**src/sv/ring_timeseries_window_stats_top_macros.svh**
```systemverilog
// ----------------------------------------------------------------------------
// assertion macros for the ring time-series window statistics block
// ----------------------------------------------------------------------------
`ifndef RING_TIMESERIES_WINDOW_STATS_TOP_MACROS_SVH
`define RING_TIMESERIES_WINDOW_STATS_TOP_MACROS_SVH

// same-cycle implication, sampled on clk_i, off during reset
`define RTWS_ASSERT_IMP(name, ante, cons, msg) \
  name: assert property (@(posedge clk_i) disable iff (!rst_ni) (ante) |-> (cons)) \
    else $error(msg);

// next-cycle implication, sampled on clk_i, off during reset
`define RTWS_ASSERT_NXT(name, ante, cons, msg) \
  name: assert property (@(posedge clk_i) disable iff (!rst_ni) (ante) |=> (cons)) \
    else $error(msg);

`endif

```
**src/sv/rtws_pkg.sv**
```systemverilog
`timescale 1ns / 1ps
// ----------------------------------------------------------------------------
// rtws_pkg
// shared constants and types of the ring time-series window statistics block
// ----------------------------------------------------------------------------
package rtws_pkg;

  localparam int unsigned RTWS_RING_DEPTH   = 64;
  localparam int unsigned RTWS_SERIES_COUNT = 3;

  // payload field widths
  localparam int unsigned SERIES_W = 2;
  localparam int unsigned VALUE_W  = 32;
  localparam int unsigned WINDOW_W = 7;
  localparam int unsigned INC_W    = 33;
  localparam int unsigned MEAN_W   = 40;
  localparam int unsigned FRAC_W   = 8;

  // one stored entry: valid mark above the value
  localparam int unsigned ENTRY_W = VALUE_W + 1;

  localparam int unsigned IN_TDATA_W  = 80;
  localparam int unsigned OUT_TDATA_W = 144;

  // request kinds
  localparam logic REQ_APPEND = 1'b0;
  localparam logic REQ_QUERY  = 1'b1;

  // result status
  localparam logic STATUS_OK      = 1'b0;
  localparam logic STATUS_UNKNOWN = 1'b1;

  typedef struct packed {
    logic busy;
    logic done;
  } div_stat_t;

endpackage

```
**src/sv/rtws_div.sv**
```systemverilog
`timescale 1ns / 1ps
// ----------------------------------------------------------------------------
// rtws_div
// restoring divider, one quotient bit per cycle, shared by both averages
// ----------------------------------------------------------------------------
module rtws_div #(
  parameter int unsigned DIVIDEND_W = 47,
  parameter int unsigned DIVISOR_W  = 7
) (
  input  logic                  clk_i,
  input  logic                  rst_ni,
  input  logic                  start_i,
  input  logic [DIVIDEND_W-1:0] dividend_i,
  input  logic [DIVISOR_W-1:0]  divisor_i,
  output logic [DIVIDEND_W-1:0] quotient_o,
  output rtws_pkg::div_stat_t   stat_o
);
  import rtws_pkg::*;

  localparam int unsigned STEP_W = $clog2(DIVIDEND_W + 1);

  logic                  busy_q;
  logic                  done_q;
  logic [STEP_W-1:0]     step_q;
  logic [DIVIDEND_W-1:0] dq_q;
  logic [DIVISOR_W-1:0]  rem_q;
  logic [DIVISOR_W-1:0]  divisor_q;
  logic [DIVISOR_W:0]    trial;
  logic [DIVISOR_W:0]    diff;
  logic                  fits;

  assign trial = {rem_q, dq_q[DIVIDEND_W-1]};
  assign diff  = trial - {1'b0, divisor_q};
  assign fits  = trial >= {1'b0, divisor_q};

  always_ff @(posedge clk_i or negedge rst_ni) begin
    if (!rst_ni) begin
      busy_q <= 1'b0;
      done_q <= 1'b0;
      step_q <= '0;
    end else begin
      done_q <= 1'b0;
      if (start_i) begin
        busy_q <= 1'b1;
        step_q <= '0;
      end else if (busy_q) begin
        step_q <= step_q + 1'b1;
        if (step_q == STEP_W'(DIVIDEND_W - 1)) begin
          busy_q <= 1'b0;
          done_q <= 1'b1;
        end
      end
    end
  end

  // remainder stays below the divisor, so it fits the divisor width
  always_ff @(posedge clk_i) begin
    if (start_i) begin
      dq_q      <= dividend_i;
      rem_q     <= '0;
      divisor_q <= divisor_i;
    end else if (busy_q) begin
      dq_q  <= {dq_q[DIVIDEND_W-2:0], fits};
      rem_q <= fits ? diff[DIVISOR_W-1:0] : trial[DIVISOR_W-1:0];
    end
  end

  assign quotient_o  = dq_q;
  assign stat_o.busy = busy_q;
  assign stat_o.done = done_q;

  `include "ring_timeseries_window_stats_top_macros.svh"

  `RTWS_ASSERT_IMP(a_div_no_restart, start_i, !busy_q, "divider restarted while busy")
  `RTWS_ASSERT_NXT(a_div_starts, start_i, busy_q && step_q == '0, "divider did not start")
  `RTWS_ASSERT_IMP(a_div_nonzero, busy_q, divisor_q != '0, "divide by zero")
  `RTWS_ASSERT_NXT(a_div_done_pulse, done_q, !done_q, "done held more than one cycle")

endmodule
```
**config.mk**
```make
export PLATFORM = sky130hd
export DESIGN_NAME = rtws_div
export DESIGN_NICKNAME = d
export VERILOG_FILES = /design/src/sv/rtws_pkg.sv /design/src/sv/rtws_div.sv
export VERILOG_INCLUDE_DIRS = /design/src /design/src/sv
export SDC_FILE = /design/constraint.sdc
export NUM_CORES = 1
export LEC_CHECK = 0
export ABC_CLOCK_PERIOD_IN_PS = 2700
export BUFFER_PORTS_ARGS = -buffer_cell sky130_fd_sc_hd__clkbuf_2
export CAP_MARGIN = 20
export CORE_MARGIN = 2
export CORE_UTILIZATION = 51
export DETAILED_ROUTE_END_ITERATION = 12
export GPL_ROUTABILITY_DRIVEN = 0
export PLACE_DENSITY = 0.89
export SLEW_MARGIN = 20
export SYNTH_ARGS = -nofsm -noshare
export SYNTH_HDL_FRONTEND = slang
export SYNTH_SLANG_ARGS = --single-unit
```
**constraint.sdc**
```tcl
create_clock -name clk_i -period 2.7 [get_ports clk_i]
set_clock_uncertainty 0.2 [all_clocks]
set_input_delay 0.135 -clock clk_i [delete_from_list [all_inputs] [get_ports clk_i]]
set_output_delay 0.135 -clock clk_i [all_outputs]
set_load 0.02 [all_outputs]
```
Yosys cells after proc, flatten, opt, wreduce, memory -nomap -nowiden

Cells that the tools add are included.

Add/subtract/negate cells: 2
Order comparisons: 1
Equality and inequality tests: 1
Muxes and demuxes: 11
Reductions and logical operators: 1

Operator list:

| cell                  | count |
|---|---|
| $mux W47              | 2 |
| $mux W6               | 2 |
| $ge A8 B7 Y1          | 1 |
| $mux W7               | 1 |
| $sub A7 B7 Y7         | 1 |
| $add A6 B1 Y6 const B | 1 |
| $eq A6 B6 Y1 const B  | 1 |
| $mux W1               | 6 |
| $reduce_bool A2 Y1    | 1 |

Bits in registers: 69
Input bits: 57
Output and inout bits: 49
Word-level logic and storage cells: 22

Depth between registers and ports, before layout

Gate-level depths: netlist of the first run.

Word-level depth: 4
Depth in mapped cells: 9
Gate-level depth less buffers: 7

Worst setup path after synthesis of the first run

OpenSTA, ideal clock, no wires.

Path kind: reg-to-reg
Start point: register dq_q[46] (netlist: quotient_o[46])
End point: register rem_q[0]
Setup time: 0.088 ns
Data arrival time: 2.211 ns
Required time: 2.412 ns
Path slack: 0.201 ns
Stages on the path, launching flop included: 10
Period minus slack after synthesis: 2.499 ns
Path through: edfxtp_1 -> inv_1 -> ha_1 -> fa_1 -> nand2b_1 -> a211o_1 -> buf_6 -> and3_1 -> buf_6 -> a311oi_2

Cells in the longest elaborated chain, start to end: 2
Elaborated cells on any way between the ends: 3
Those cells by class: add/sub: 1; order compare: 1; mux: 1

RTL lines:

| element                                              | RTL line                       | source |
|---|---|---|
| start: declaration                                   | rtws_div.sv:25                 | `logic [DIVIDEND_W-1:0] dq_q;` |
| start signal: assignment                             | rtws_div.sv:59                 | `dq_q <= dividend_i;` |
| start signal: assignment                             | rtws_div.sv:63                 | `dq_q <= {dq_q[DIVIDEND_W-2:0], fits};` |
| $sub A7 B7 Y7 / $ge A8 B7 Y1 (equally long branches) | rtws_div.sv:33, rtws_div.sv:34 |  |
| $mux W7 (*)                                          | rtws_div.sv:64                 | `rem_q <= fits ? diff[DIVISOR_W-1:0] : trial[DIVISOR_W-1:0];` |
| end signal: assignment                               | rtws_div.sv:64                 |  |
| end: declaration                                     | rtws_div.sv:26                 | `logic [DIVISOR_W-1:0] rem_q;` |

Every way passes the cells marked *; elsewhere a longest branch is shown, timed or not.
A chain may end at the register's enable or synchronous reset.

Final worst setup path of the first run

Start point: register divisor_q[0]
End point: register rem_q[0]

Cells in the longest elaborated chain, start to end: 2
Elaborated cells on any way between the ends: 3
Those cells by class: add/sub: 1; order compare: 1; mux: 1

RTL lines:

| element                                              | RTL line                       | source |
|---|---|---|
| start: declaration                                   | rtws_div.sv:27                 | `logic [DIVISOR_W-1:0] divisor_q;` |
| start signal: assignment                             | rtws_div.sv:61                 | `divisor_q <= divisor_i;` |
| $sub A7 B7 Y7 / $ge A8 B7 Y1 (equally long branches) | rtws_div.sv:33, rtws_div.sv:34 |  |
| $mux W7 (*)                                          | rtws_div.sv:64                 |  |

Marks and branches as above.

==> impl_results.md, run 1 <==
* Fin. Hold Viols at 0
* DRT Wirelength at roughly 8500 um
* # IOs at 106
* Syn Nets at 316
* Fmax at just under 400 MHz
* Worst Hold Path Cells at 2
* Number of global-route vias before repair at 2824
* Worst EP arrival at 2.62 ns
* Register area at 1962 um2
* Critical-path top delay cell: edfxtp_1
* Fill cell total of the finished layout at 403
* Global-route usage over all layers at 24.38%
* Clock latency on the worst-skew pair at 0.35 ns
* Crit path largest cell delay at 0.43 ns
* First-pass GRT wire length at 13550 um
* Drt wl/cell at between 15 and 20 um
* Worst hold path type: input pin to flip-flop
* Register bit total from synthesis at 69
* Average size of a mapped cell at approximately 14 um2
* Die area at ~7400 um2
* Asr flop ratio synth at 11.59%
* Iteration-0 DRC Markers at 179
* NumNets Final at 478
* Multi-input gate area at 1294 um2
* Max cap viols at 0
* Reg2reg start: divisor_q[0]
* Hold WS at approximately 0.29 ns
* Die width at 85.77 um
* Final worst path period need at 2.555 ns
* Crit path launch type: flip-flop
* CTS Buffer Depth at 2
* Final period utilization at around 95%
* Routed vias at 2686
* Failing checks: DRC
* Hold Startpoint: divisor_i[4]
* WHS Endpoint: divisor_q[4]
* Crit Path Max Fanout at 9
* Synth-to-layout area growth at 38.35%
* Worst Tran Pin Value at 0.6074 ns
* Kind of end point of the critical path: flip-flop
* Core Area at about 6400 um2
* PwrDens at around 700 nW/um2
* Post-Syn Area at roughly 3400 um2
* Largest net degree at the start of global routing at 48
* Unrepaired setup endpoints after global routing: no
* Top delay family on crit path: compound AO/OA/AOI/OAI gates
* Share of cells above drive strength 1 at a little over two fifths
* Post-CTS Hold Buffers at 57
* Max_slew headroom at 59.51%
* ANT cells at 0
* H-tree depth at 3
* Final setup fails at 0
* IR drop worst, VDD at between 400 and 500 uV
* Yosys cell types at 49
* Initial cell density of the core at 53.09%
* CTS buffer count at 9
* CTS tree: done
* Port Buffers at around 110
* Outcome: finished with violations
* CTS Root Cell: clkbuf_8
* Static leakage at 2.060 nW
* Final setup TNS at 0 ns
* Initial antenna violation count at 0
* R2R depth at 6
* Drt first pass iters at 9
* Clock sink count at 69
* Antenna Nets Post-Route at 0
* Cts repair resizes at 0
* GR Overflow Total at 0
* Worst flop-to-flop path endpoint: rem_q[0]
* Clock-pin slew on the worst setup and hold paths at 0.09 ns
* Slew Viols, Final at 0
* Crit path buffers/inverters at 0
* Die Y at 85.77 um
* Setup CP Type: flip-flop to flip-flop
* Ys flop type: edfxtp_1
* FF-to-FF setup slack at around 0.15 ns
* Pwr Total at 3.290 mW
* Critical Path, Cell by Cell: ha_1, fa_1, nand2b_1, a211o_1, and3_1, a311oi_2
* Mapped Cells at 249
* Post-route DRC violation count at 5
* Warning count from the yosys run at 0
* Sequential share of the synthesized area at 57.54%
* Row cnt at 29
* Vias per inst at 5.448
* Post-CTS setup buffer count at 0
* CP Data Required Time at 2.76 ns
* Final core occ at 73.45%
* Post-synth EDFFs at 54
* Post-DP HPWL at ~5000 um
## worst max-delay path by stage
stage / from / depth (start not counted) / end / slack [ns]
after global routing: quotient_o[46] / 7 / rem_q[0] / 0.005
after global placement: quotient_o[46] / 7 / rem_q[0] / 0.32
after CTS: quotient_o[46] / 7 / rem_q[0] / 0.16
after floorplan: quotient_o[46] / 9 / rem_q[0] / 0.20
after detailed placement: quotient_o[46] / 7 / rem_q[0] / 0.17
final: divisor_q[0] / 6 / rem_q[0] / 0.15
## where the power goes
group / switching, mW / total (mW) / internal (mW) / leakage [nW]
sequential: 0.112 / 1.42 / 1.31 / 0.729
clock: 0.445 / 0.789 / 0.344 / 0.0870
combinational: 0.575 / 1.08 / 0.506 / 1.24
## synthesized netlist by cell type (2+ instances only)
| cell type | instances | area [um2] |
|---|---|---|
| buf_6 | 4 | 45.04 |
| o21ai_0 | 5 | 25.02 |
| dfxtp_1 | 7 | 140.1 |
| or2_2 | 2 | 12.51 |
| mux2_2 | 46 | 518.0 |
| dfrtp_1 | 8 | 200.2 |
| nand2_1 | 8 | 30.03 |
| a31oi_1 | 2 | 12.51 |
| inv_1 | 14 | 52.55 |
| nor2_1 | 15 | 56.30 |
| a41oi_1 | 4 | 35.03 |
| and3_1 | 2 | 12.51 |
| nor3_1 | 2 | 10.01 |
| clkbuf_1 | 7 | 26.28 |
| buf_1 | 2 | 7.510 |
| o21bai_1 | 2 | 15.01 |
| nor2b_1 | 4 | 25.02 |
| xor2_1 | 4 | 35.03 |
| ha_1 | 9 | 112.6 |
| o21a_1 | 2 | 15.01 |
| nand4_1 | 4 | 25.02 |
| o31ai_1 | 2 | 15.01 |
| nand2b_1 | 2 | 12.51 |
| xnor2_1 | 3 | 26.28 |
| a311oi_2 | 2 | 30.03 |
| nor3b_1 | 7 | 52.55 |
| a211oi_1 | 3 | 22.52 |
| buf_4 | 3 | 22.52 |
| edfxtp_1 | 54 | 1622 |
## layer usage
| metal | track usage, % | up-vias | routed length [um] |
|---|---|---|---|
| li1 | - | 1251 | - |
| met1 | 28.04 | 1294 | 3401 |
| met2 | 42.12 | 125 | 4369 |
| met3 | 7.315 | 16 | 580 |
| met4 | 10.68 | 0 | 180 |
| met5 | 0 | - | 0 |
## layout by cell type, fill, tap and decap left out, types with 5 or more instances in the layout
cell	n
ha_1	9
clkbuf_2	104
o21ai_0	5
dfrtp_1	8
dfxtp_1	7
nor3b_1	7
edfxtp_1	54
nor2_1	15
clkbuf_8	9
inv_1	13
mux2_2	46
dlygate4sd3_1	57
buf_4	5
nand2_1	8
## logic make-up after synthesis
kind of cell	Yosys count	share of synthesized area, %
adder cells (fa/ha/maj)	10	3.890
AO/OA/AOI/OAI	33	8.220
XOR/XNOR	7	1.798
multiplexers	47	15.49
AND/OR/NAND/NOR	53	8.550
flip-flops	69	57.54
buffers and inverters	30	4.514
## flip-flops by register name, indices dropped and copies added (netlist names)
signal / flops
busy_q: 1
divisor_q: 7
done_q: 1
quotient_o: 47
rem_q: 7
step_q: 6
## final cells by class
class,instances,area share (%)
Clock inverter,7,1.167
Inverter,14,1.114
Sequential cell,69,41.59
Clock buffer,9,2.626
Tap cell,77,2.042
Multi-Input combinational cell,150,27.43
Timing Repair Buffer,167,24.03
## through the flow
stage	setup WS (ns)	std cells	instance area (um2)
3_3_place_gp	0.3208	420	3968
6_report	0.1452	493	4717
4_1_cts	0.1587	493	4717
2_1_floorplan	0.2010	249	3410
5_1_grt	0.004724	493	4717
3_5_place_dp	0.1652	420	3968
No activity file was read; power rests on OpenSTA's default activity.
==> run 2, diff against run 1 <==
--- a/config.mk
+++ b/config.mk
@@ -6,14 +6,14 @@
 export SDC_FILE = /design/constraint.sdc
 export NUM_CORES = 1
 export LEC_CHECK = 0
-export ABC_CLOCK_PERIOD_IN_PS = 2700
+export ABC_CLOCK_PERIOD_IN_PS = 3300
 export BUFFER_PORTS_ARGS = -buffer_cell sky130_fd_sc_hd__clkbuf_2
 export CAP_MARGIN = 20
 export CORE_MARGIN = 2
-export CORE_UTILIZATION = 51
+export CORE_UTILIZATION = 55
 export DETAILED_ROUTE_END_ITERATION = 12
 export GPL_ROUTABILITY_DRIVEN = 0
-export PLACE_DENSITY = 0.89
+export PLACE_DENSITY = 0.94
 export SLEW_MARGIN = 20
 export SYNTH_ARGS = -nofsm -noshare
 export SYNTH_HDL_FRONTEND = slang
==> constraint.sdc (replaced) <==
create_clock -name clk_i -period 3.3 [get_ports clk_i]
set_clock_uncertainty 0.2 [all_clocks]
set_input_delay 0.165 -clock clk_i [delete_from_list [all_inputs] [get_ports clk_i]]
set_output_delay 0.165 -clock clk_i [all_outputs]
set_load 0.02 [all_outputs]
==> run 2 against run 1 <==
Via count shrank 2.5%. The run now ends clean. Sequential power decreased by 18%. Critical path depth increased by 1. Final cell count is 0.81% lower. Hold slack got worse by 0.064 ns. Clock-buffer cell count did not move. Clock power decreased by 23%. Largest power group unchanged. Setup slack improved by 0.69 ns. Die area decreased by 6.9%. Highest routed layer unchanged. First-iteration DRC count grew 3.9%. Design area shrank 0.50%. Power shrank 21%.
==> impl_results.md, run 2 (synthesized netlist as in run 1, its figures left out) <==
* Outcome: finished, final reports clean
* Worst Setup SP: quotient_o[46]
* Drt first pass iters at 4
* Fmax at 405.0 MHz
* ANT cells at 0
* Placed Instances at ~420
* Iteration-0 DRC Markers at 186
* Final period utilization at approximately 75%
* R2R depth at 7
* Global-route usage over all layers at 24.85%
* CTS buffer count at 9
* CTS Root Cell: clkbuf_8
* DRT Wirelength at 8073 um
* Largest net degree at the start of global routing at 48
* Critical-path top delay cell: fa_1
* Max cap viols at 0
* Clock share of power at 23.3%
* Gate power share at 32.4%
* H-tree depth at 3
* Pwr Total at 2.615 mW
* Worst Tran Pin Value at between 0.7 and 0.8 ns
* Number of global-route vias before repair at 2578
* Synth-to-layout area growth at 37.65%
* Die area at 6845 um2
* Top delay family on crit path: compound AO/OA/AOI/OAI gates
* Switching Share at 33.25%
* Crit path buffers/inverters at 1
* Final setup TNS at 0 ns
* Initial cell density of the core at a little under three fifths
* PwrDens at ~560 nW/um2
* Die width at slightly above 80 um
* Reg2reg start: quotient_o[46]
* Clock latency on the worst-skew pair at 0.34 ns
* Die Y at 82.74 um
* Post-DP HPWL at 4904 um
* CP Data Required Time at 3.35 ns
* Worst flop-to-flop path endpoint: rem_q[0]
* NumNets Final at about 480
* Kind of end point of the critical path: flip-flop
* Post-CTS setup buffer count at 0
* Worst hold path type: input pin to flip-flop
* Flop pwr share at between 40% and 50%
* Unrepaired setup endpoints after global routing: no
* Commonest non-fill, non-tap cell in the layout: clkbuf_2
* Share of cells above drive strength 1 at 43.48%
* Internal Power at 1.746 mW
* Routed vias at 2620
* Post-route DRC violation count at 0
* Initial antenna violation count at 0
* Clock sink count at 69
* Drt wl/cell at 16.51 um
* Hold WS at 0.2298 ns
* First-pass GRT wire length at approximately 12000 um
* Crit path to: rem_q[0]
* Slew Viols, Final at 0
* FF-to-FF setup slack at between 0.8 and 0.9 ns
* Clock-pin slew on the worst setup and hold paths at around 0.08 ns
* Setup CP Type: flip-flop to flip-flop
* Fin. Hold Viols at 0
* Critical path depth at 7
* Critical Path, Cell by Cell: inv_1, ha_1, fa_1, nand2b_1, a211o_1, and3_1, a311oi_2
* Net Sw Power at 0.8696 mW
* Static leakage at 2.052 nW
* CTS Buffer Depth at 2
* Largest register FFs at between 40 and 50
* Crit path launch type: flip-flop
* Vias per inst at 5.358
* Row cnt at 28
* CTS tree: done
* GR Overflow Total at 0
* Final worst path period need at ~2.5 ns
* Max_slew headroom at 51.19%
* Fin cells at a little under 500
* Worst EP arrival at 2.52 ns
* Crit path largest cell delay at roughly 0.4 ns
* # IOs at 106
* Crit Path Max Fanout at 9
* Final setup fails at 0
* Port Buffers at 105
* Core Area at between 5000 and 6000 um2
* Antenna Nets Post-Route at 0
* IR drop worst, VDD at 334.6 uV
* Commonest cells after routing, fill and taps aside: clkbuf_2, dlygate4sd3_1, edfxtp_1
run 2: cell types whose count changed in the layout (fill, tap and decap cells not counted), sizes merged:
cell / before / now
clkinvlp: 2 / 1
buf: 6 / 5
dlygate4sd3: 57 / 56
clkinv: 1 / 5
inv: 18 / 15
run 2: metal layers:
metal | share of wire, % | global-route usage [%] | vias to the layer above
met5 | 0 | 0 | -
met4 | 2.3 | 13.28 | 0
met3 | 6.9 | 6.848 | 16
met2 | 51 | 40.73 | 117
met1 | 40 | 29.83 | 1239
li1 | - | - | 1248
run 2: cell type report:
cell class / instances / area, um2
Clock buffer: 9 / 123.9
Clock inverter: 7 / 51.30
Fill cell: 339 / 1262
Inverter: 14 / 52.55
Multi-Input combinational cell: 150 / 1294
Sequential cell: 69 / 1962
Tap cell: 75 / 93.84
Timing Repair Buffer: 165 / 1116
run 2: worst reg2reg max path, cell delays in order, from the launching register on:
cell	delay (ns)
edfxtp_1	0.35
inv_1	0.07
ha_1	0.23
fa_1	0.40
nand2b_1	0.18
a211o_1	0.38
and3_1	0.31
a311oi_2	0.28
run 2: worst min-delay path by stage:
stage               startpoint      endpoint  slack [ns]  cells after the start
finish                 start_i  divisor_q[2]        0.23                      1
global route           start_i  divisor_q[0]        0.25                      1
CTS                    start_i  divisor_q[6]        0.21                      1
detailed placement      rst_ni     step_q[5]       -0.18                      1
global placement        rst_ni     step_q[2]       -0.18                      1
floorplan               rst_ni        busy_q       -0.33                      0
run 2: through the flow:
step	instance area (um2)	worst slack, ns	util, %
after floorplan	3410	0.8010	-
after global placement	3958	0.9280	66.45
after detailed placement	3958	0.8558	66.45
after CTS	4693	0.8439	78.80
after global routing	4693	0.6786	78.80
final	4693	0.8306	78.80
run 2: what timing repair did:
item,CTS,global route
hold buffers,56,0
resized for setup,0,0
hold endpoints to repair,62,0
run 2: power groups by stage:
| stage | Sequential [mW] | Clock, mW | Combinational (mW) |
|---|---|---|---|
| floorplan | 1.24 | 0 | 0.530 |
| global placement | 1.16 | 0 | 0.754 |
| detailed placement | 1.17 | 0 | 0.784 |
| CTS | 1.15 | 0.624 | 0.838 |
| global route | 1.17 | 0.663 | 0.928 |
| finish | 1.16 | 0.609 | 0.847 |
==> run 3, diff against run 2 <==
--- a/config.mk
+++ b/config.mk
@@ -6,14 +6,14 @@
 export SDC_FILE = /design/constraint.sdc
 export NUM_CORES = 1
 export LEC_CHECK = 0
-export ABC_CLOCK_PERIOD_IN_PS = 3300
+export ABC_CLOCK_PERIOD_IN_PS = 2050
 export BUFFER_PORTS_ARGS = -buffer_cell sky130_fd_sc_hd__clkbuf_2
 export CAP_MARGIN = 20
 export CORE_MARGIN = 2
-export CORE_UTILIZATION = 55
+export CORE_UTILIZATION = 46
 export DETAILED_ROUTE_END_ITERATION = 12
 export GPL_ROUTABILITY_DRIVEN = 0
-export PLACE_DENSITY = 0.94
+export PLACE_DENSITY = 0.85
 export SLEW_MARGIN = 20
 export SYNTH_ARGS = -nofsm -noshare
 export SYNTH_HDL_FRONTEND = slang
==> constraint.sdc (replaced) <==
create_clock -name clk_i -period 2.05 [get_ports clk_i]
set_clock_uncertainty 0.2 [all_clocks]
set_input_delay 0.1025 -clock clk_i [delete_from_list [all_inputs] [get_ports clk_i]]
set_output_delay 0.1025 -clock clk_i [all_outputs]
set_load 0.02 [all_outputs]
==> run 3 against run 2 <==
The flow now finishes with violations (setup timing). Sequential share of layout area fell by 2.5 points. Register-to-register slack got worse by 1.0 ns. Via count rose by 5.0%. Sequential power rose by 62%. Fmax rose by 11%.
==> impl_results.md, run 3 (synthesized netlist as in run 1, its figures left out) <==
* Outcome: finished with violations
* Failing checks: setup timing
* Drt wl/cell at 17.23 um
* Global-route usage over all layers at 22.95%
* Final core occ at between 60% and 70%
* Worst hold path type: input pin to flip-flop
* Max_slew headroom at 62.40%
* CTS tree: done
* Fmax at 448.8 MHz
* Fin. Hold Viols at 0
* Port Buffers at approximately 110
* Placed Instances at 453
* Die width at around 90 um
* Commonest cells after routing, fill and taps aside: clkbuf_2, dlygate4sd3_1, edfxtp_1
* NumNets Final at 489
* Commonest non-fill, non-tap cell in the layout: clkbuf_2
* Worst EP arrival at 2.27 ns
* Die Y at 90.09 um
* Fill cell total of the finished layout at 469
* Post-DP HPWL at between 5000 and 6000 um
* Placed inst area at 4167 um2
* Post-route DRC violation count at 0
* Clock-pin slew on the worst setup and hold paths at 0.08 ns
* Antenna Nets Post-Route at 0
* Crit path launch type: flip-flop
* CTS Root Cell: clkbuf_8
* Iteration-0 DRC Markers at approximately 250
* Synth-to-layout area growth at 46.57%
* Clock latency on the worst-skew pair at 0.35 ns
* Core Area at between 7000 and 8000 um2
* Largest register FFs at 47
* Critical-path top delay cell: edfxtp_1
* PwrDens at ~940 nW/um2
* CTS buffer count at 9
* H-tree depth at 3
* Critical Path, Cell by Cell: ha_4, fa_2, nand2b_4, a211o_1, and3_4, o31ai_1
* Unrepaired setup endpoints after global routing: yes
* Initial cell density of the core at a little under half
* Final period utilization at 108.7%
* Routed vias at approximately 2800
* Final Cell Area at roughly 5000 um2
* Crit path largest cell delay at 0.41 ns
* Static leakage at 2.163 nW
* Die area at 8116 um2
* Worst Tran Pin Value at 0.5640 ns
* Initial antenna violation count at 0
* Share of cells above drive strength 1 at 48.48%
* Max cap viols at 0
* ANT cells at 0
* DRT Wirelength at 9061 um
* Drt first pass iters at 4
* CP Data Required Time at 2.09 ns
* IR drop worst, VDD at a little over 600 uV
* Number of global-route vias before repair at roughly 3000
* # IOs at roughly 110
* Crit Path Max Fanout at 6
* Setup CP Type: flip-flop to flip-flop
* Vias per inst at 5.232
* CTS Buffer Depth at 2
* Slew Viols, Final at 0
* Largest net degree at the start of global routing at 48
* Row cnt at 31
* Fin cells at 526
* Final worst path period need at 2.228 ns
* GR Overflow Total at 0
* First-pass GRT wire length at 14610 um
* Pwr Total at 4.678 mW
* Kind of end point of the critical path: flip-flop
* Final setup fails at 8
* Setup WS post-layout at -0.1783 ns
* Clock sink count at 69
-- run 3: cell types whose count changed in the layout (fill, tap and decap cells not counted), moves of 2 or more --
cell     change
a41oi_1      -4
a41oi_2      +4
buf_12       +4
buf_4        +8
o21ai_0      -2
o21ai_2      +2
-- run 3: final timing paths --
path / start / to / slack, ns / cells past startpoint
setup reg to reg: divisor_q[0] / rem_q[3] / -0.18 / 6
hold / removal: start_i / divisor_q[3] / 0.08 / 1
min in group asynchronous: rst_ni / step_q[2] / 0.52 / 3
max in group asynchronous: rst_ni / busy_q / 0.86 / 3
setup / recovery: divisor_q[0] / rem_q[3] / -0.18 / 6
hold reg to reg: rem_q[1] / rem_q[2] / 0.35 / 2
-- run 3: routing by layer --
metal	global-route usage, %	vias to the layer above	wire length, um
li1	-	1271	-
met1	26.76	1329	3696
met2	39.79	122	4566
met3	5.365	30	535
met4	11.15	0	262
met5	0	-	0
-- run 3: cell type report --
| cell class | count | area [um2] | area share (%) |
|---|---|---|---|
| Sequential cell | 69 | 1962 | 39.26 |
| Clock inverter | 7 | 73.82 | 1.477 |
| Inverter | 14 | 56.30 | 1.127 |
| Timing Repair Buffer | 178 | 1267 | 25.36 |
| Multi-Input combinational cell | 150 | 1390 | 27.82 |
| Clock buffer | 9 | 123.9 | 2.479 |
| Tap cell | 99 | 123.9 | 2.479 |
-- run 3: power by group --
part           internal (mW)  total [mW]  switching, mW
combinational          0.800        1.67          0.872
clock                  0.566        1.13          0.565
sequential              1.72        1.88          0.152
total                   3.09        4.68           1.59
-- run 3: per-stage QoR --
| step | setup slack (ns) | hold WS, ns | TNS (ns) |
|---|---|---|---|
| 2_1_floorplan | -0.3194 | -0.3931 | -1.917 |
| 3_3_place_gp | -0.03568 | -0.2465 | -0.1742 |
| 3_5_place_dp | -0.1271 | -0.2403 | -0.6039 |
| 4_1_cts | -0.1127 | 0.08117 | -0.6903 |
| 5_1_grt | -0.2701 | 0.08456 | -1.485 |
| 6_report | -0.1783 | 0.08204 | -0.8142 |
-- run 3: worst max-delay path: cells and delay by family, from the launching register on --
kind                     cells  cell delay [ns]
flip-flops                   1             0.41
AND/OR/NAND/NOR              2             0.38
AO/OA/AOI/OAI                2             0.60
adder cells (fa/ha/maj)      2             0.52
-- run 3: what timing repair did --
item	4_1_cts	5_1_grt
endpoints found under the hold margin	62	0
buffers inserted	0	1
hold buffers	56	0
setup endpoints to repair	7	8
resized for setup	2	8
pin swaps	0	2
